## src/rtl/uje_pkg.sv

```systemverilog
// Shared types and constants for the UTF-16 to UTF-8 escaper.
// No dependencies; used by every module under rtl/.
package uje_pkg;

  localparam int MaxBytes   = 6;
  localparam int QueueDepth = 4;
  localparam int IdxW       = $clog2(MaxBytes);
  localparam int CntW       = $clog2(MaxBytes + 1);
  localparam int QPtrW      = $clog2(QueueDepth);
  localparam int QCntW      = $clog2(QueueDepth + 1);

  localparam logic [15:0] HighFirst = 16'hD800;
  localparam logic [15:0] HighLast  = 16'hDBFF;
  localparam logic [15:0] LowFirst  = 16'hDC00;
  localparam logic [15:0] LowLast   = 16'hDFFF;
  localparam logic [20:0] SuppBase  = 21'h10000;

  localparam logic [7:0] Backslash = 8'h5C;
  localparam logic [7:0] Quote     = 8'h22;
  localparam logic [7:0] LetterN   = 8'h6E;
  localparam logic [7:0] LetterR   = 8'h72;
  localparam logic [7:0] LineFeed  = 8'h0A;
  localparam logic [7:0] CarRet    = 8'h0D;

  // One queue entry: the bytes caused by one item, bytes[0] first.
  typedef struct packed {
    logic [MaxBytes-1:0][7:0] bytes;
    logic [CntW-1:0]          cnt;
  } cmd_t;

endpackage

```

## src/rtl/uje_front.sv

```systemverilog
// Front end: classifies each code unit, tracks a held high surrogate and
// builds the full byte list for the item. Depends on uje_pkg.
module uje_front (
  input  logic              clk,
  input  logic              rst,
  input  logic              push,
  input  logic [15:0]       code_unit,
  input  logic              escape_line_breaks,
  input  logic              end_of_string,
  input  logic              q_full,
  output logic              q_wr,
  output uje_pkg::cmd_t     q_wdata
);

  logic       high_held;
  logic       high_held_next;
  logic [9:0] high_payload;
  logic [9:0] high_payload_next;

  logic       is_high;
  logic       is_low;
  logic       accept;
  logic [15:0] flush_cu;
  logic [20:0] supp_cp;

  logic [3:0][7:0] seg_b;
  logic [2:0]      nb;

  assign accept  = push && !q_full;
  assign is_high = (code_unit >= uje_pkg::HighFirst) && (code_unit <= uje_pkg::HighLast);
  assign is_low  = (code_unit >= uje_pkg::LowFirst) && (code_unit <= uje_pkg::LowLast);
  assign flush_cu = uje_pkg::HighFirst | {6'd0, high_payload};
  assign supp_cp  = uje_pkg::SuppBase + {1'b0, high_payload, 10'd0} + {11'd0, code_unit[9:0]};

  // Bytes of the new unit itself (second segment), up to four.
  always_comb begin
    seg_b = '0;
    nb    = 3'd0;
    if (high_held && is_low) begin
      seg_b[0] = {5'b11110, supp_cp[20:18]};
      seg_b[1] = {2'b10, supp_cp[17:12]};
      seg_b[2] = {2'b10, supp_cp[11:6]};
      seg_b[3] = {2'b10, supp_cp[5:0]};
      nb       = 3'd4;
    end else if (is_high && !end_of_string) begin
      nb = 3'd0;
    end else if (code_unit <= 16'h007F) begin
      if (code_unit inside {[16'h0000:16'h0008], 16'h000B, 16'h000C,
                            [16'h000E:16'h001F], 16'h007F}) begin
        nb = 3'd0;
      end else if (code_unit[7:0] == uje_pkg::Quote ||
                   code_unit[7:0] == uje_pkg::Backslash) begin
        seg_b[0] = uje_pkg::Backslash;
        seg_b[1] = code_unit[7:0];
        nb       = 3'd2;
      end else if (escape_line_breaks && code_unit[7:0] == uje_pkg::LineFeed) begin
        seg_b[0] = uje_pkg::Backslash;
        seg_b[1] = uje_pkg::LetterN;
        nb       = 3'd2;
      end else if (escape_line_breaks && code_unit[7:0] == uje_pkg::CarRet) begin
        seg_b[0] = uje_pkg::Backslash;
        seg_b[1] = uje_pkg::LetterR;
        nb       = 3'd2;
      end else begin
        seg_b[0] = code_unit[7:0];
        nb       = 3'd1;
      end
    end else if (code_unit <= 16'h07FF) begin
      seg_b[0] = {3'b110, code_unit[10:6]};
      seg_b[1] = {2'b10, code_unit[5:0]};
      nb       = 3'd2;
    end else begin
      // three-byte form; covers lone surrogates too
      seg_b[0] = {4'b1110, code_unit[15:12]};
      seg_b[1] = {2'b10, code_unit[11:6]};
      seg_b[2] = {2'b10, code_unit[5:0]};
      nb       = 3'd3;
    end
  end

  // Prefix the flushed high surrogate when the new unit does not pair with it.
  always_comb begin
    q_wdata = '0;
    if (high_held && !is_low) begin
      q_wdata.bytes[0] = {4'b1110, flush_cu[15:12]};
      q_wdata.bytes[1] = {2'b10, flush_cu[11:6]};
      q_wdata.bytes[2] = {2'b10, flush_cu[5:0]};
      q_wdata.bytes[3] = seg_b[0];
      q_wdata.bytes[4] = seg_b[1];
      q_wdata.bytes[5] = seg_b[2];
      q_wdata.cnt      = uje_pkg::CntW'(nb) + uje_pkg::CntW'(3);
    end else begin
      q_wdata.bytes[0] = seg_b[0];
      q_wdata.bytes[1] = seg_b[1];
      q_wdata.bytes[2] = seg_b[2];
      q_wdata.bytes[3] = seg_b[3];
      q_wdata.cnt      = uje_pkg::CntW'(nb);
    end
  end

  assign q_wr = accept && (q_wdata.cnt != '0);

  always_comb begin
    high_held_next    = high_held;
    high_payload_next = high_payload;
    if (accept) begin
      if (is_high && !(high_held && is_low) && !end_of_string) begin
        high_held_next    = 1'b1;
        high_payload_next = code_unit[9:0];
      end else begin
        high_held_next    = 1'b0;
        high_payload_next = 10'd0;
      end
    end
  end

  always_ff @(posedge clk) begin
    if (rst) begin
      high_held    <= 1'b0;
      high_payload <= 10'd0;
    end else begin
      high_held    <= high_held_next;
      high_payload <= high_payload_next;
    end
  end

endmodule

```

## src/rtl/uje_queue.sv

```systemverilog
// Short queue of per-item byte lists between front and back ends.
// Depends on uje_pkg.
module uje_queue (
  input  logic          clk,
  input  logic          rst,
  input  logic          wr,
  input  uje_pkg::cmd_t wdata,
  output logic          full,
  input  logic          rd,
  output logic          valid,
  output uje_pkg::cmd_t rdata
);

  uje_pkg::cmd_t mem [uje_pkg::QueueDepth];

  logic [uje_pkg::QPtrW-1:0] wptr;
  logic [uje_pkg::QPtrW-1:0] rptr;
  logic [uje_pkg::QCntW-1:0] count;

  assign full  = (count == uje_pkg::QCntW'(uje_pkg::QueueDepth));
  assign valid = (count != '0);
  assign rdata = mem[rptr];

  always_ff @(posedge clk) begin
    if (wr) begin
      mem[wptr] <= wdata;
    end
  end

  always_ff @(posedge clk) begin
    if (rst) begin
      wptr  <= '0;
      rptr  <= '0;
      count <= '0;
    end else begin
      if (wr) begin
        wptr <= wptr + 1'b1;
      end
      if (rd) begin
        rptr <= rptr + 1'b1;
      end
      case ({wr, rd})
        2'b10:   count <= count + 1'b1;
        2'b01:   count <= count - 1'b1;
        default: count <= count;
      endcase
    end
  end

endmodule

```

## src/rtl/uje_back.sv

```systemverilog
// Back end: walks the head entry of the queue one byte per cycle into the
// result register, whenever that register is empty or popped. Depends on uje_pkg.
module uje_back (
  input  logic          clk,
  input  logic          rst,
  input  logic          q_valid,
  input  uje_pkg::cmd_t q_head,
  output logic          q_rd,
  input  logic          pop,
  output logic          empty,
  output logic [7:0]    out_byte,
  output logic          last_of_run
);

  logic                     out_valid;
  logic [uje_pkg::IdxW-1:0] idx;
  logic                     load;
  logic                     at_end;

  assign load   = q_valid && (!out_valid || pop);
  assign at_end = (idx == uje_pkg::IdxW'(q_head.cnt - 1'b1));
  assign q_rd   = load && at_end;
  assign empty  = !out_valid;

  always_ff @(posedge clk) begin
    if (rst) begin
      out_valid <= 1'b0;
      idx       <= '0;
    end else begin
      if (load) begin
        out_valid <= 1'b1;
        idx       <= at_end ? '0 : idx + 1'b1;
      end else if (pop) begin
        out_valid <= 1'b0;
      end
    end
  end

  always_ff @(posedge clk) begin
    if (load) begin
      out_byte    <= q_head.bytes[idx];
      last_of_run <= at_end;
    end
  end

endmodule

```

## src/rtl/utf16_to_utf8_json_escaper_unit.sv

```systemverilog
// Top level of the UTF-16 to UTF-8 JSON escaper.
// Depends on uje_pkg, uje_front, uje_queue and uje_back.
//
// Usage:
//   Input queue port: drive code_unit, escape_line_breaks and end_of_string
//   with push; the item is taken at a clock edge with push high, full low.
//   Result queue port: while empty is low, out_byte/last_of_run show the
//   oldest byte; it is taken at an edge with pop high. last_of_run marks
//   the final byte caused by one item; items that cause no byte give none.
//   Path: an accepted item is written into the queue; its first byte is loaded
//   from the queue head once the result register is empty or popped.
//   Throughput: the back end emits one byte per cycle while pop is high; an item causes 0 to 6 bytes.
//   The front end takes one item per cycle while the four-entry queue
//   between the two has room; full rises only when that queue is full.
//   When the receiver stalls, the current byte holds, the queue fills and
//   then full stops further input.
//   Reset (rst, synchronous): empties the queue, drops any held high
//   surrogate and marks the result register empty.
module utf16_to_utf8_json_escaper_unit (
  input  logic        clk,
  input  logic        rst,
  input  logic        push,
  output logic        full,
  input  logic [15:0] code_unit,
  input  logic        escape_line_breaks,
  input  logic        end_of_string,
  output logic        empty,
  input  logic        pop,
  output logic [7:0]  out_byte,
  output logic        last_of_run
);

  logic          q_wr;
  logic          q_full;
  logic          q_rd;
  logic          q_valid;
  uje_pkg::cmd_t q_wdata;
  uje_pkg::cmd_t q_head;

  assign full = q_full;

  uje_front u_front (
    .clk                (clk),
    .rst                (rst),
    .push               (push),
    .code_unit          (code_unit),
    .escape_line_breaks (escape_line_breaks),
    .end_of_string      (end_of_string),
    .q_full             (q_full),
    .q_wr               (q_wr),
    .q_wdata            (q_wdata)
  );

  uje_queue u_queue (
    .clk   (clk),
    .rst   (rst),
    .wr    (q_wr),
    .wdata (q_wdata),
    .full  (q_full),
    .rd    (q_rd),
    .valid (q_valid),
    .rdata (q_head)
  );

  uje_back u_back (
    .clk         (clk),
    .rst         (rst),
    .q_valid     (q_valid),
    .q_head      (q_head),
    .q_rd        (q_rd),
    .pop         (pop),
    .empty       (empty),
    .out_byte    (out_byte),
    .last_of_run (last_of_run)
  );

  // front never writes into a full queue
  assert property (@(posedge clk) disable iff (rst) !(q_wr && q_full))
    else $error("write into full queue");

  // back never retires an entry that is not there
  assert property (@(posedge clk) disable iff (rst) q_rd |-> q_valid)
    else $error("read from empty queue");

  // queued entries always carry at least one byte
  assert property (@(posedge clk) disable iff (rst) q_valid |-> (q_head.cnt != '0))
    else $error("empty entry in queue");

  // a byte that closes its item retires the head entry in the same cycle
  assert property (@(posedge clk) disable iff (rst)
    (q_rd && !rst) |=> (!empty && last_of_run))
    else $error("item end lost");

endmodule

```

## config.mk

```make
export PLATFORM = sky130hd
export DESIGN_NAME = utf16_to_utf8_json_escaper_unit
export DESIGN_NICKNAME = d
export VERILOG_FILES = /design/src/rtl/uje_pkg.sv /design/src/rtl/uje_front.sv /design/src/rtl/uje_queue.sv /design/src/rtl/uje_back.sv /design/src/rtl/utf16_to_utf8_json_escaper_unit.sv
export SDC_FILE = /design/constraint.sdc
export NUM_CORES = 1
export LEC_CHECK = 0
export ABC_AREA = 1
export BUFFER_PORTS_ARGS = -buffer_cell sky130_fd_sc_hd__buf_2
export CAP_MARGIN = 20
export CORE_MARGIN = 10
export CORE_UTILIZATION = 60
export CTS_CLUSTER_DIAMETER = 100
export CTS_CLUSTER_SIZE = 20
export DETAILED_ROUTE_END_ITERATION = 10
export GPL_TIMING_DRIVEN = 0
export PLACE_DENSITY_LB_ADDON = 0.1
export SYNTH_ARGS = -nofsm -noshare
export SYNTH_HDL_FRONTEND = slang
export SYNTH_SLANG_ARGS = --single-unit
```

## constraint.sdc

```tcl
create_clock -name clk -period 11.46 [get_ports clk]
set_input_delay 1.146 -clock clk [delete_from_list [all_inputs] [get_ports clk]]
set_output_delay 1.146 -clock clk [all_outputs]
set_load 0.02 [all_outputs]
```

Word-level counts from Yosys, hierarchy flattened
Memory sizes are Yosys's and may differ from the RTL's. A register that Yosys moved wholly into a read port is not among the register bits.
Index checks and enable logic that the tools add are counted.

operators by class
  add/sub/neg operators = 9
  magnitude comparators = 11
  eq/ne operators = 11
  mux-type cells = 34
  reduce and logical (&&, ||, !) cells = 27

operators by type and width
  operator                                                          number
  2-to-1 mux 16 bit                                                 5
  2-to-1 mux 24 bit                                                 2
  2-to-1 mux 8 bit                                                  5
  2-to-1 mux 35 bit                                                 1
  equality test 16 x 4 -> 1 bit, second input constant              2
  >= comparator 16 bit, second input constant                       2
  less-or-equal comparator 16 bit, second input constant            2
  binary-select mux 8 bit (select 3 bit)                            1
  adder 17 x 20 -> 21 bit, first input constant                     1
  adder 21 x 10 -> 21 bit                                           1
  2-to-1 mux 3 bit                                                  7
  equality test 16 x 7 -> 1 bit, second input constant              1
  equality test 8 x 4 -> 1 bit, second input constant               2
  >= comparator 16 x 1 -> 1 bit, second input constant              1
  >= comparator 16 x 4 -> 1 bit, second input constant              1
  less-or-equal comparator 16 x 11 -> 1 bit, second input constant  1
  less-or-equal comparator 16 x 4 -> 1 bit, second input constant   1
  less-or-equal comparator 16 x 5 -> 1 bit, second input constant   1
  less-or-equal comparator 16 x 7 -> 1 bit, second input constant   1
  logical AND 1 bit                                                 15
  2-to-1 mux 14 bit                                                 1
  2-to-1 mux 10 bit                                                 1
  equality test 8 x 6 -> 1 bit, second input constant               1
  equality test 8 x 7 -> 1 bit, second input constant               1
  18 further kinds                                                  35

word-level totals
  flip-flop bits (word level) = 31
  RAM bits = 204
  bits of input ports = 22
  output and inout bits = 11
  logic and storage cells = 102
  memories kept = 1

memories
  name         depth  width  rd ports  clocked after memory_dff  wr ports  RTL line         text
  u_queue.mem  4      51     1         1                         1         uje_queue.sv:14  uje_pkg::cmd_t mem [uje_pkg::QueueDepth];

Depth between registers and ports, before layout
Gate-level depths: netlist of the first run.

  depth after elaboration = 15
  depth in mapped cells = 25
  gate-level depth less buffers = 24

Modules after synthesis
Synthesis of the first run repeated with hierarchy kept, for this count alone.

second synthesis, totals
  cells, all modules = 981
  area total of the unflattened synthesis = 10,655.2 sq um

by module, submodules not included
  module     times used  cells each  area an instance (sq um)  seq. area each (sq um)
  uje_queue  1           552         8,039.0                   6,306.0
  uje_front  1           287         1,601.5                   220.2
  uje_back   1           142         1,014.7                   350.3

Worst setup path after synthesis of the first run
Ideal clock, no wire load.

  path kind = input -> register
  from = input code_unit[15]
  to = memory u_queue.mem[0][0] in the netlist's numbering, enable pin
  setup time = 0.456 ns
  arrival time = 5.000 ns
  required time = 11.004 ns
  slack = 6.004 ns
  stages = 15
  buffers on the path = 0
  path through = nor2_1 nand2_2 nor3_4 nor2_4 nor2_4 nand2_2 inv_1 nand2_1 ha_1 or2_2 nand2_2 nor2_4 nand2_4 nand2_2 nor2_1

RTL lines
  item                RTL line                               text
  start: declaration  utf16_to_utf8_json_escaper_unit.sv:24  input logic [15:0] code_unit,
  end: declaration    uje_queue.sv:14

==> metrics.md, run 1 <==
| Metric | Value |
|---|---|
| Resize count post-CTS | 0 |
| Depth of the CTS H-tree | 1 |
| N_diodes | 0 |
| Syn Nets | approximately 940 |
| Seq cells post-synth | around 230 |
| Synth warn | 0 |
| Routed WL | ~27000 um |
| Ys async rst share | 0% |
| Hold_buf cts | 0 |
| Overall power | 2.063 mW |
| R2R depth | 17 |
| Switch Pwr | between 0.6 and 0.7 mW |
| Syn Area/Cell | 11.06 sq um |
| Setup tns final | 0 ps |
| Distinct cells, synth | 47 |
| DRC viols | 0 |
| Sequential power share | about half |
| DIE WIDTH | roughly 150 um |
| PwrDens | between 150 and 200 nW/um^2 |
| Iteration-0 DRC Markers | 1027 |
| Vias in the first global route | ~7000 |
| CTS tree | built |
| Synth area leader | edfxtp_1 |
| Slew @ Worst Pin | approximately 1000 ps |
| Num Clock Sinks | 229 |
| Placer Congestion | between 0.9 and 1 |
| WHS Path Cells | 1 |
| Drt pass-1 iters | 5 |
| Initial antenna violation count | 0 |
| Post-synth EDFFs | between 200 and 250 |
| Share of Yosys cell area claimed by the top area cell type | around three fifths |
| Maximum clock rate | ~230 MHz |
| Pleak | between 3 and 4 nW |
| Most common flop cell mapped by yosys | edfxtp_1 |
| Arrival @ worst endpoint | 4550 ps |
| Clock buffer depth | 3 |
| Global-route wire length before repair | about 41000 um |
| Final Skew | approximately 18 ps |
| Combinational share of power | 25.8% |
| Worst hold path type | register to register |
| Synthesized area | approximately 10000 sq um |
| MaxCap Viol Count | 0 |
| Worst vdd ir | 0.1482 mV |
| Die Height | roughly 150 um |
| Nets | around 1000 |
| FF-to-FF setup slack | roughly 7300 ps |
| Total GRT Usage | between 20% and 30% |
| GR Overflow Total | 0 |
| DP HPWL | 18510 um |
| Switching Fraction | about a third |
| RSZ-0062 raised after global routing | false |
| CORE AREA | roughly 17000 sq um |
| CP Max Fanout | 27 |
| CTS Buf Count | 15 |
| Clk Latency, worst-skew pair | 480 ps |
| Final setup viols | 0 |
| Sequential area share after synthesis | about two thirds |
| Critical path startpoint category | input port |
| PortBufs | 29 |
| Pin count of the biggest net entering global routing | 28 |
| Area Overhead vs Synth | 9.449% |
| Via density per instance | between 6 and 7 |
| Setup bufs post-CTS | 0 |
| Via count | ~7500 |
| Status | finished clean |
| DR WL/cell | between 20 and 25 um |
| # rows | between 40 and 50 |
| Crit path kind | input port to register |
| Final period util | a little under two fifths |
| Clock Power Share | 24.5% |
| Initial Util | about three fifths |
| Critical path endpoint category | register |
| I/O Pins | 33 |
| Final cell count without fillers | 1188 |
| WP data required | approximately 12000 ps |
| Top cells by area, synth | edfxtp_1 (61%), nor2_1 (5.8%), o21ai_0 (5.3%), dfxtp_1 (4.8%), nand2_1 (3.8%) |
| Worst relative slew slack | 33.16% |
| Reg clk slew, reported paths | 80 ps |
| Die area | roughly 22000 sq um |
| Final Instance Area | roughly 11000 sq um |
| ANT nets after route | 0 |
| Final number of hold-violating endpoints | 0 |
| CTS root buf | clkbuf_16 |
| Fin crit period | 4382 ps |
| HP Start | u_queue.rptr[0] |
| Final Max Slew Viols | 0 |
| Internal power | ~1.4 mW |
| R2R Path End | u_queue.count[2] |
| Dpl cell area | 10620 sq um |
| Layout cell share with drive strength beyond 1 | roughly 11% |
| Synth Instances | about 910 |
| Placed cells | approximately 1200 |
==> worst max-delay path: stages <==
cell,delay [ps]
buf_2,140
inv_1,80
nand4_1,170
nor3_4,380
nor2_4,130
nor2_4,110
nand2_2,60
inv_1,70
nand2_1,60
ha_1,290
or2_2,310
nand2_2,150
nor2_4,50
nand2_4,120
nand2_2,160
nor2_4,810
buf_12,280
==> through the flow <==
step	hold WS [ps]	utilization [%]	worst slack [ps]
6_report	479.8	66.83	7078
5_1_grt	502.4	66.83	6787
4_1_cts	478.1	66.83	7095
3_5_place_dp	461.3	64.27	6608
3_3_place_gp	454.7	63.60	3969
2_1_floorplan	441.6	-	6004
==> power groups by stage <==
| stage | clock, mW | combinational (mW) | sequential (mW) |
|---|---|---|---|
| CTS | 0.509 | 0.522 | 1.02 |
| global route | 0.545 | 0.575 | 1.03 |
| global placement | 0 | 0.502 | 1.05 |
| detailed placement | 0 | 0.520 | 1.04 |
| finish | 0.506 | 0.533 | 1.02 |
| floorplan | 0 | 0.302 | 1.06 |
==> area by class of cell <==
type / instances / area (sq um)
plain buffers: 50 / 212.7
repair buffers: 33 / 225.2
flip-flops and latches: 229 / 6636
well taps: 220 / 275.3
clock buffers: 21 / 397.9
multi-input cells: 578 / 3064
inverters: 55 / 206.4
fillers: 1260 / 5482
clock inverters: 2 / 25.02
==> cell families after synthesis <==
| group | synth area share (%) |
|---|---|
| buf+inv | 4.154 |
| compound gates | 14.30 |
| xor+xnor | 0.5208 |
| flops | 65.77 |
| simple gates | 13.94 |
| fa+ha+maj | 1.315 |
==> synthesized netlist by cell type, types with 9 or more instances <==
master,instances
ha_1,9
a22oi_1,16
inv_1,43
nand2_2,11
dfxtp_1,24
a21oi_1,33
o211ai_1,20
edfxtp_1,205
inv_2,9
o21ai_0,106
nand3_1,33
o22ai_1,21
buf_2,14
nor2_1,155
nand2_1,102
o221ai_1,25
clkbuf_1,29
==> cell usage in the layout (no fill, tap or decap), types with 2 or more instances in the layout <==
cell type / instances
edfxtp_1: 205
nor2_1: 151
o21ai_0: 106
nand2_1: 102
inv_1: 43
buf_2: 43
clkbuf_1: 35
nand3_1: 33
a21oi_1: 33
o221ai_1: 25
dfxtp_1: 24
o22ai_1: 21
o211ai_1: 20
a22oi_1: 16
clkbuf_16: 15
nand2_2: 11
inv_2: 9
nor2_4: 9
ha_1: 9
xor2_1: 5
buf_1: 5
nor2_2: 4
nand4_1: 4
o31ai_1: 4
buf_12: 4
clkinv_1: 3
o21ai_1: 2
nor3_1: 2
buf_4: 2
a31oi_1: 2
==> how the worst max path moves through the flow <==
| stage | startpoint | end | slack [ps] | cells after the start |
|---|---|---|---|---|
| 5_1_grt | code_unit[4] | u_queue.mem[3][30] | 6790 | 19 |
| 2_1_floorplan | code_unit[15] | u_queue.mem[0][0] | 6000 | 15 |
| 6_report | code_unit[9] | u_queue.mem[3][10] | 7080 | 17 |
| 3_3_place_gp | code_unit[9] | u_queue.mem[3][10] | 3970 | 16 |
| 3_5_place_dp | code_unit[9] | u_queue.mem[3][10] | 6610 | 17 |
| 4_1_cts | code_unit[9] | u_queue.mem[3][27] | 7090 | 17 |
==> routing by layer <==
| layer | global-route usage, % | part of all wire, % |
|---|---|---|
| met1 | 33.22 | 40 |
| met2 | 37.91 | 47 |
| met3 | 3.986 | 11 |
| met4 | 6.608 | 2.7 |
| met5 | 0 | 0 |
==> flip-flops by register name (all words and copies together), names as in the netlist, named ones only <==
name and count:
u_front.high_held 1, u_back.out_valid 1, u_queue.count 3, u_back.last_of_run 1
u_back.out_byte 8, u_queue.rptr 2, u_back.idx 3, u_front.high_payload 10
u_queue.mem 196, u_queue.wptr 2
Note: power is estimated with default switching activity, not from simulation.
==> run 2: changes to the inputs <==
- ABC_AREA: 1 -> 0
- CORE_UTILIZATION: 60 -> 56
- clock period: 11.46 -> 3.5 ns (I/O delays scaled with it)
==> metrics.md, run 2 <==
| Metric | Value |
|---|---|
| Filler instances | 1233 (was 1260) |
| Synth Instances | 645 (was 912) |
| Global-route wire length before repair | 35820 um (was 40770 um) |
| # rows | 48 (was 47) |
| Final setup viols | 1 (was 0) |
| Worst relative slew slack | 36.76% (was 33.16%) |
| Switching Fraction | 25.50% (was 32.68%) |
| I/O Pins | 33 (unchanged) |
| Nets | 737 (was 994) |
| R2R Path End | u_queue.count[2] (unchanged) |
| Final Skew | 32.52 ps (was 17.60 ps) |
| Sequential area share after synthesis | 66.78% (was 65.77%) |
| Hold_buf cts | 0 (unchanged) |
| Reg clk slew, reported paths | 70 ps (was 80 ps) |
| Crit path cell chain | buf_6 > buf_8 > or4_4 > nor3b_4 > a31oi_4 > or2_1 > buf_6 > nand2b_4 > ha_4 > nand4_1 > o21ai_2 > a31oi_4 > inv_2 > ha_4 > inv_2 > fa_2 > xor2_1 > or3_1 > a21oi_1 (was buf_2 > inv_1 > nand4_1 > nor3_4 > nor2_4 > nor2_4 > nand2_2 > inv_1 > nand2_1 > ha_1 > or2_2 > nand2_2 > nor2_4 > nand2_4 > nand2_2 > nor2_4 > buf_12) |
| Dpl cell area | 10490 sq um (was 10620 sq um) |
| Crit-path slowest cell | or4_4 (was nor2_4) |
| FF-to-FF setup slack | 80 ps (was 7280 ps) |
| Worst vdd ir | 0.4853 mV (was 0.1482 mV) |
| Post-synth EDFFs | 205 (unchanged) |
| Final Max Slew Viols | 0 (unchanged) |
| Setup WS pre-CTS | -1306 ps (was 6608 ps) |
| Fin crit period | 3564 ps |
| Arrival @ worst endpoint | 3950 ps (was 4550 ps) |
| Max incr delay on CP | 540 ps (was 810 ps) |
| Syn Nets | 677 (was 944) |
| N_diodes | 0 (unchanged) |
| Most common flop cell mapped by yosys | edfxtp_1 (unchanged) |
| Sequential power share | 54.6% (was 49.6%) |
| Pleak | 3.729 nW (was 3.982 nW) |
| Ys async rst share | 0% (unchanged) |
| Status | complete, but fails checks (was finished clean) |
| CTS tree | built (unchanged) |
| Final Util | 64.38% (was 66.83%) |
| Hold Path Sink | u_back.out_valid |
| Critical path endpoint category | register (unchanged) |
| Switch Pwr | 1.513 mW (was 0.6741 mW) |
| Synthesized area | 9938 sq um (was 10090 sq um) |
| Drt pass-1 iters | 6 (was 5) |
| CP Buf/Inv Count | 5 (was 4) |
| WP data required | 3880 ps (was 11630 ps) |
| Fin worst setup slack | -63.71 ps (was 7078 ps) |
| Die Height | 153.2 um (was 149.7 um) |
| Synth warn | 0 (unchanged) |
| Most common cell after layout, fill and taps aside | edfxtp_1 (unchanged) |
| Clock buffer depth | 3 (unchanged) |
| Pin count of the biggest net entering global routing | 30 (was 28) |
| Syn Area/Cell | 15.41 sq um (was 11.06 sq um) |
| CP Max Fanout | 10 (was 27) |
| R2R depth | 15 (was 17) |
| Via density per instance | 6.299 (was 6.276) |
| ANT nets after route | 0 (unchanged) |
| Clk Latency, worst-skew pair | 490 ps (was 480 ps) |
| Top-count cell post-synth | edfxtp_1 (unchanged) |
| Via count | 5915 (was 7456) |
| Maximum clock rate | between 200 and 300 MHz |
| Layout cell share with drive strength beyond 1 | 22.83% (was 11.05%) |
| Num Clock Sinks | 229 (unchanged) |
| PortBufs | 27 (was 29) |
| Top reg by flops | u_queue.mem (unchanged) |
| Combinational share of power | 17.1% (was 25.8%) |
| Distinct cells, synth | 53 (was 47) |
| DRC viols | 0 (unchanged) |
| Max reg flops | 196 (unchanged) |
| Depth of the CTS H-tree | 1 (unchanged) |
| Vias in the first global route | 5875 (was 7027) |
| Slew @ Worst Pin | 948.6 ps (was 999.5 ps) |
| Iteration-0 DRC Markers | 682 (was 1027) |
| Crit path kind | input port to register (unchanged) |
| Placer Congestion | 0.9751 (was 0.9573) |
| MaxCap Viol Count | 0 (unchanged) |
| Final number of hold-violating endpoints | 0 (unchanged) |
| Top cells by area, synth | edfxtp_1 (62%), mux4_2 (13%), dfxtp_1 (4.8%), a21oi_1 (2.0%), nand2_1 (1.9%) (was edfxtp_1 (61%), nor2_1 (5.8%), o21ai_0 (5.3%), dfxtp_1 (4.8%), nand2_1 (3.8%)) |
| DIE WIDTH | 153.2 um (was 149.7 um) |
| Overall power | 5.932 mW (was 2.063 mW) |
| Synth area leader | edfxtp_1 (unchanged) |
| DP HPWL | 16430 um (was 18510 um) |
| Worst hold path type | input port to register (was register to register) |
| Die area | 23470 sq um (was 22400 sq um) |
| DR WL/cell | 25.86 um (was 22.63 um) |
| HP Start | pop (was u_queue.rptr[0]) |
| Largest regs | u_queue.mem: 196 flops, u_front.high_payload: 10 flops, u_back.out_byte: 8 flops (unchanged) |
| Initial antenna violation count | 0 (unchanged) |
| GR Overflow Total | 0 (unchanged) |
| CORE AREA | 17360 sq um (was 16520 sq um) |
| Share of Yosys cell area claimed by the top area cell type | 61.94% (was 61.01%) |
| WHS Path Cells | 4 (was 1) |
| Crit-path leading delay family | simple AND/OR/NAND/NOR gates (unchanged) |
| Violated checks | setup timing |
| Clock Power Share | 28.4% (was 24.5%) |
| Routed WL | 24290 um (was 26880 um) |
| Final Instance Area | 11170 sq um (was 11040 sq um) |
| PwrDens | 530.8 nW/um^2 (was 186.8 nW/um^2) |
| CTS Buf Count | 15 (unchanged) |
| Total GRT Usage | 19.74% (was 23.81%) |
| RSZ-0062 raised after global routing | true (was false) |
| Most frequent cells in the layout | edfxtp_1 (205), mux4_2 (56), nand2_1 (50) (was edfxtp_1 (205), nor2_1 (151), o21ai_0 (106)) |
| Area Overhead vs Synth | 12.44% (was 9.449%) |
| Initial Util | 57.26% (was 61.06%) |
| Critical path startpoint category | input port (unchanged) |
| Seq cells post-synth | 229 (unchanged) |
| Internal power | 4.419 mW (was 1.389 mW) |
| CTS root buf | clkbuf_16 (unchanged) |
| Final period util | 101.8% |
| Synth top cells by count | edfxtp_1 (205), mux4_2 (56), nand2_1 (50) (was edfxtp_1 (205), nor2_1 (155), o21ai_0 (106)) |
run 2: cell count changes after synthesis, sizes merged, moves of 14 or more:
| cell | delta |
|---|---|
| nand3 | -18 |
| and3 | +14 |
| o21ai | -76 |
| a22oi | -16 |
| nor2 | -134 |
| mux4 | +56 |
| o211ai | -19 |
| o221ai | -25 |
| inv | -28 |
| nand2 | -64 |
run 2: cell families (layout without fill, tap and decap cells):
logic type,Yosys count,in the layout,share of synthesized area (%)
compound gates,98,98,5.691
xor+xnor,13,13,1.146
fa+ha+maj,10,10,1.335
buf+inv,63,129,2.770
flops,229,229,66.78
mux,67,67,13.85
simple gates,165,168,8.435
run 2: through the flow:
stage	std cells	hold slack, ps	TNS [ps]
global route	939	177.2	-172.3
CTS	930	168.5	-3.055
detailed placement	901	463.5	-135350
global placement	897	454.6	-212180
finish	939	171.5	-63.71
floorplan	645	442.1	-9563
run 2: worst max-delay path by stage:
stage / depth (start not counted) / to / from
CTS: 19 / u_queue.count[2] / code_unit[7]
finish: 19 / u_queue.count[2] / code_unit[7]
floorplan: 18 / u_queue.count[2] / code_unit[7]
global placement: 16 / u_queue.count[2] / register
global route: 19 / u_queue.count[2] / code_unit[7]
detailed placement: 16 / u_queue.count[2] / register
run 2: worst min-delay path, stage by stage:
cell and delay [ps]:
buf_2 70, inv_1 40, nand2_1 60, a21oi_1 50
run 2: routing by layer:
layer  vias to the layer above  track usage, %  share of wire, %
met5                         -               0                 0
met4                         0           5.177               3.2
met3                        36           4.068               7.3
met2                       253           31.98                47
met1                      3021           26.64                42
li1                       2605               -                 -
run 2: area by class of cell:
type | count | area [sq um] | share of cell area (%)
Sequential cell | 229 | 6640 | 59.42
Multi-Input combinational cell | 356 | 3173 | 28.40
Clock buffer | 24 | 409.1 | 3.661
Timing Repair Buffer | 43 | 315.3 | 2.822
Tap cell | 225 | 281.5 | 2.519
Buffer | 36 | 240.2 | 2.150
Inverter | 24 | 90.09 | 0.8062
Clock inverter | 2 | 25.02 | 0.2239
run 2: repair_timing:
| item | in CTS | in global routing |
|---|---|---|
| pin swaps | 6 | 10 |
| gates cloned | 0 | 3 |
| setup endpoints to repair | 165 | 108 |
| buffers inserted | 6 | 5 |
| resized for setup | 30 | 13 |
run 2: power by group through the flow:
stage	logic (mW)	clock network [mW]	registers, mW
floorplan	0.600	0	3.33
global placement	0.935	0	3.29
detailed placement	0.966	0	3.30
CTS	0.985	1.71	3.24
global route	1.09	1.84	3.25
finish	1.01	1.68	3.24
==> run 3: changes to the inputs <==
--- a/config.mk
+++ b/config.mk
@@ -15,5 +15,5 @@
 export DETAILED_ROUTE_END_ITERATION = 10
 export GPL_TIMING_DRIVEN = 0
-export PLACE_DENSITY_LB_ADDON = 0.1
+export PLACE_DENSITY = 0.8
 export SYNTH_ARGS = -nofsm -noshare
 export SYNTH_HDL_FRONTEND = slang
==> constraint.sdc (replaced) <==
create_clock -name clk -period 3.5 [get_ports clk]
set_input_delay 0.525 -clock clk [delete_from_list [all_inputs] [get_ports clk]]
set_output_delay 0.525 -clock clk [all_outputs]
set_load 0.02 [all_outputs]
==> metrics.md, run 3 (same netlist as run 2, synthesis figures left out) <==
| Metric | Value |
|---|---|
| Status | complete, but fails checks (unchanged) |
| Violated checks | setup timing (unchanged) |
| Critical path startpoint category | input port (unchanged) |
| Max incr delay on CP | 550 ps (was 540 ps) |
| Placed cells | 900 (was 901) |
| GRT busiest layer | met2 (unchanged) |
| Crit-path leading delay family | simple AND/OR/NAND/NOR gates (unchanged) |
| Crit path cell chain | buf_6 > buf_8 > or4_4 > nor3b_4 > a31oi_4 > or2_4 > nand2b_4 > ha_4 > nand4_1 > o21ai_2 > a31oi_4 > inv_2 > ha_4 > inv_2 > fa_2 > xor2_1 > or3_1 > a21oi_1 (was buf_6 > buf_8 > or4_4 > nor3b_4 > a31oi_4 > or2_1 > buf_6 > nand2b_4 > ha_4 > nand4_1 > o21ai_2 > a31oi_4 > inv_2 > ha_4 > inv_2 > fa_2 > xor2_1 > or3_1 > a21oi_1) |
| Initial Util | 57.26% (unchanged) |
| Final period util | 101.1% (was 101.8%) |
| Grt met3 use | 2.834% (was 4.068%) |
| Layout cell share with drive strength beyond 1 | 23.78% (was 22.83%) |
| Worst vdd ir | 0.3857 mV (was 0.4853 mV) |
| Final Skew | 13.97 ps (was 32.52 ps) |
| DR WL/cell | 26.71 um (was 25.86 um) |
| Clock buffer depth | 3 (unchanged) |
| PortBufs | 27 (unchanged) |
| Crit-path slowest cell | or4_4 (unchanged) |
| DIE WIDTH | 153.2 um (unchanged) |
| Iteration-0 DRC Markers | 868 (was 682) |
| RSZ-0062 raised after global routing | true (unchanged) |
| DRC viols | 0 (unchanged) |
| Global-route wire length before repair | 37720 um (was 35820 um) |
| M1 GR Usage | 27.50% (was 26.64%) |
| Pleak | 3.753 nW (was 3.729 nW) |
| Multi-input combinational cell area | 3184 sq um (was 3173 sq um) |
| Worst hold path type | input port to register (unchanged) |
| Maximum clock rate | 282.5 MHz (was 280.6 MHz) |
| Final Max Slew Viols | 0 (unchanged) |
| Depth of the CTS H-tree | 1 (unchanged) |
| Crit path kind | input port to register (unchanged) |
| Setup WS pre-CTS | -1240 ps (was -1306 ps) |
| HP Start | pop (unchanged) |
| Register area | 6638 sq um (was 6640 sq um) |
| Area Overhead vs Synth | 12.62% (was 12.44%) |
| Initial antenna violation count | 0 (unchanged) |
| Fin worst setup slack | -39.91 ps (was -63.71 ps) |
| Top reg by flops | u_queue.mem (unchanged) |
| PwrDens | 530.1 nW/um^2 (was 530.8 nW/um^2) |
| Placer Congestion | 0.9484 (was 0.9751) |
| CP Buf/Inv Count | 4 (was 5) |
| CTS Buf Count | 15 (unchanged) |
| I/O Pins | 33 (unchanged) |
| Dpl cell area | 10460 sq um (was 10490 sq um) |
| Filler instances | 1195 (was 1233) |
| # rows | 48 (unchanged) |
| Reg clk slew, reported paths | 90 ps (was 70 ps) |
| Overall power | 5.933 mW (was 5.932 mW) |
| DP HPWL | 16760 um (was 16430 um) |
| Final number of hold-violating endpoints | 0 (unchanged) |
| Final Instance Area | 11190 sq um (was 11170 sq um) |
| Clk Latency, worst-skew pair | 480 ps (was 490 ps) |
| Pin count of the biggest net entering global routing | 50 (was 30) |
| Arrival @ worst endpoint | 3960 ps (was 3950 ps) |
| Drt pass-1 iters | 5 (was 6) |
| Largest regs | u_queue.mem: 196 flops, u_front.high_payload: 10 flops, u_back.out_byte: 8 flops (unchanged) |
| CORE AREA | 17360 sq um (unchanged) |
| Die area | 23470 sq um (unchanged) |
| Final cell count without fillers | 944 (was 939) |
| Slew @ Worst Pin | 1116 ps (was 948.6 ps) |
| Most frequent cells in the layout | edfxtp_1 (205), mux4_2 (56), nand2_1 (50) (unchanged) |
| MaxCap Viol Count | 0 (unchanged) |
| Most common cell after layout, fill and taps aside | edfxtp_1 (unchanged) |
| Grt met2 use | 35.12% (was 31.98%) |
| WP data required | 3920 ps (was 3880 ps) |
| Routed WL | 25210 um (was 24290 um) |
| Max reg flops | 196 (unchanged) |
| CTS root buf | clkbuf_16 (unchanged) |
| ANT nets after route | 0 (unchanged) |
| Critical path endpoint category | register (unchanged) |
| Fin crit period | 3540 ps (was 3564 ps) |
| GR Overflow Total | 0 (unchanged) |
| Nets | 742 (was 737) |
| Final setup viols | 1 (unchanged) |
| CP Max Fanout | 4 (was 10) |
| Worst relative slew slack | 25.61% (was 36.76%) |
| CP startpoint | code_unit[7] (unchanged) |
| Via count | 6132 (was 5915) |
| Die Height | 153.2 um (unchanged) |
| Vias in the first global route | 6051 (was 5875) |
| CTS tree | built (unchanged) |
| Num Clock Sinks | 229 (unchanged) |
| N_diodes | 0 (unchanged) |
| Total GRT Usage | 20.71% (was 19.74%) |
| Via density per instance | 6.496 (was 6.299) |
-- run 3: cell types whose count changed in the layout (fill, tap and decap cells not counted), sizes merged --
cell	before	now
and2	12	11
buf	56	61
bufbuf	0	1
clkbuf	47	46
inv	25	26
-- run 3: final timing paths --
check / to / slack [ps] / cells after the start
worst min-delay path: u_back.out_valid / 330 / 4
worst max-delay path: u_queue.count[2] / -40 / 18
worst min register to register: u_front.high_payload[3] / 480 / 2
worst max register to register: u_queue.count[2] / 150 / 14
-- run 3: report_power, final --
group          leakage [nW]  total (mW)  internal [mW]  switching, mW
combinational          1.44        1.02          0.421          0.600
clock                 0.206        1.67          0.816          0.853
sequential             2.10        3.24           3.18         0.0668
-- run 3: area by class of cell --
| type | instances | area share [%] |
|---|---|---|
| flip-flops and latches | 229 | 59.31 |
| clock inverters | 3 | 0.2124 |
| multi-input cells | 355 | 28.45 |
| inverters | 24 | 0.8049 |
| well taps | 225 | 2.515 |
| plain buffers | 33 | 1.587 |
| repair buffers | 52 | 3.499 |
| clock buffers | 23 | 3.622 |
-- run 3: repair_timing --
action,in CTS,in global routing
setup endpoints to repair,190,145
gates resized for setup,27,16
pin swaps,10,15
hold buffers,0,0
buffers inserted,9,12
gates cloned,1,2
-- run 3: through the flow --
step                      setup TNS, ps  hold WS [ps]  util (%)
after CTS                        -24.01         320.0     63.73
after detailed placement        -142850         461.9     60.27
final                            -39.91         328.1     64.48
after global routing             -302.2         332.6     64.48
after floorplan                  -34140         442.1         -
after global placement          -205080         456.5     59.90
-- run 3: per-layer routing --
layer  up-vias  wire length (um)
met3        45              2050
li1       2617                 -
met5         -                 0
met1      3091              9882
met4         0               634
met2       379             12650
-- run 3: worst min-delay path, delay by kind of cell --
| kind | cells | cell delay [ps] |
|---|---|---|
| compound gates | 1 | 50 |
| buf+inv | 2 | 130 |
| simple gates | 1 | 60 |
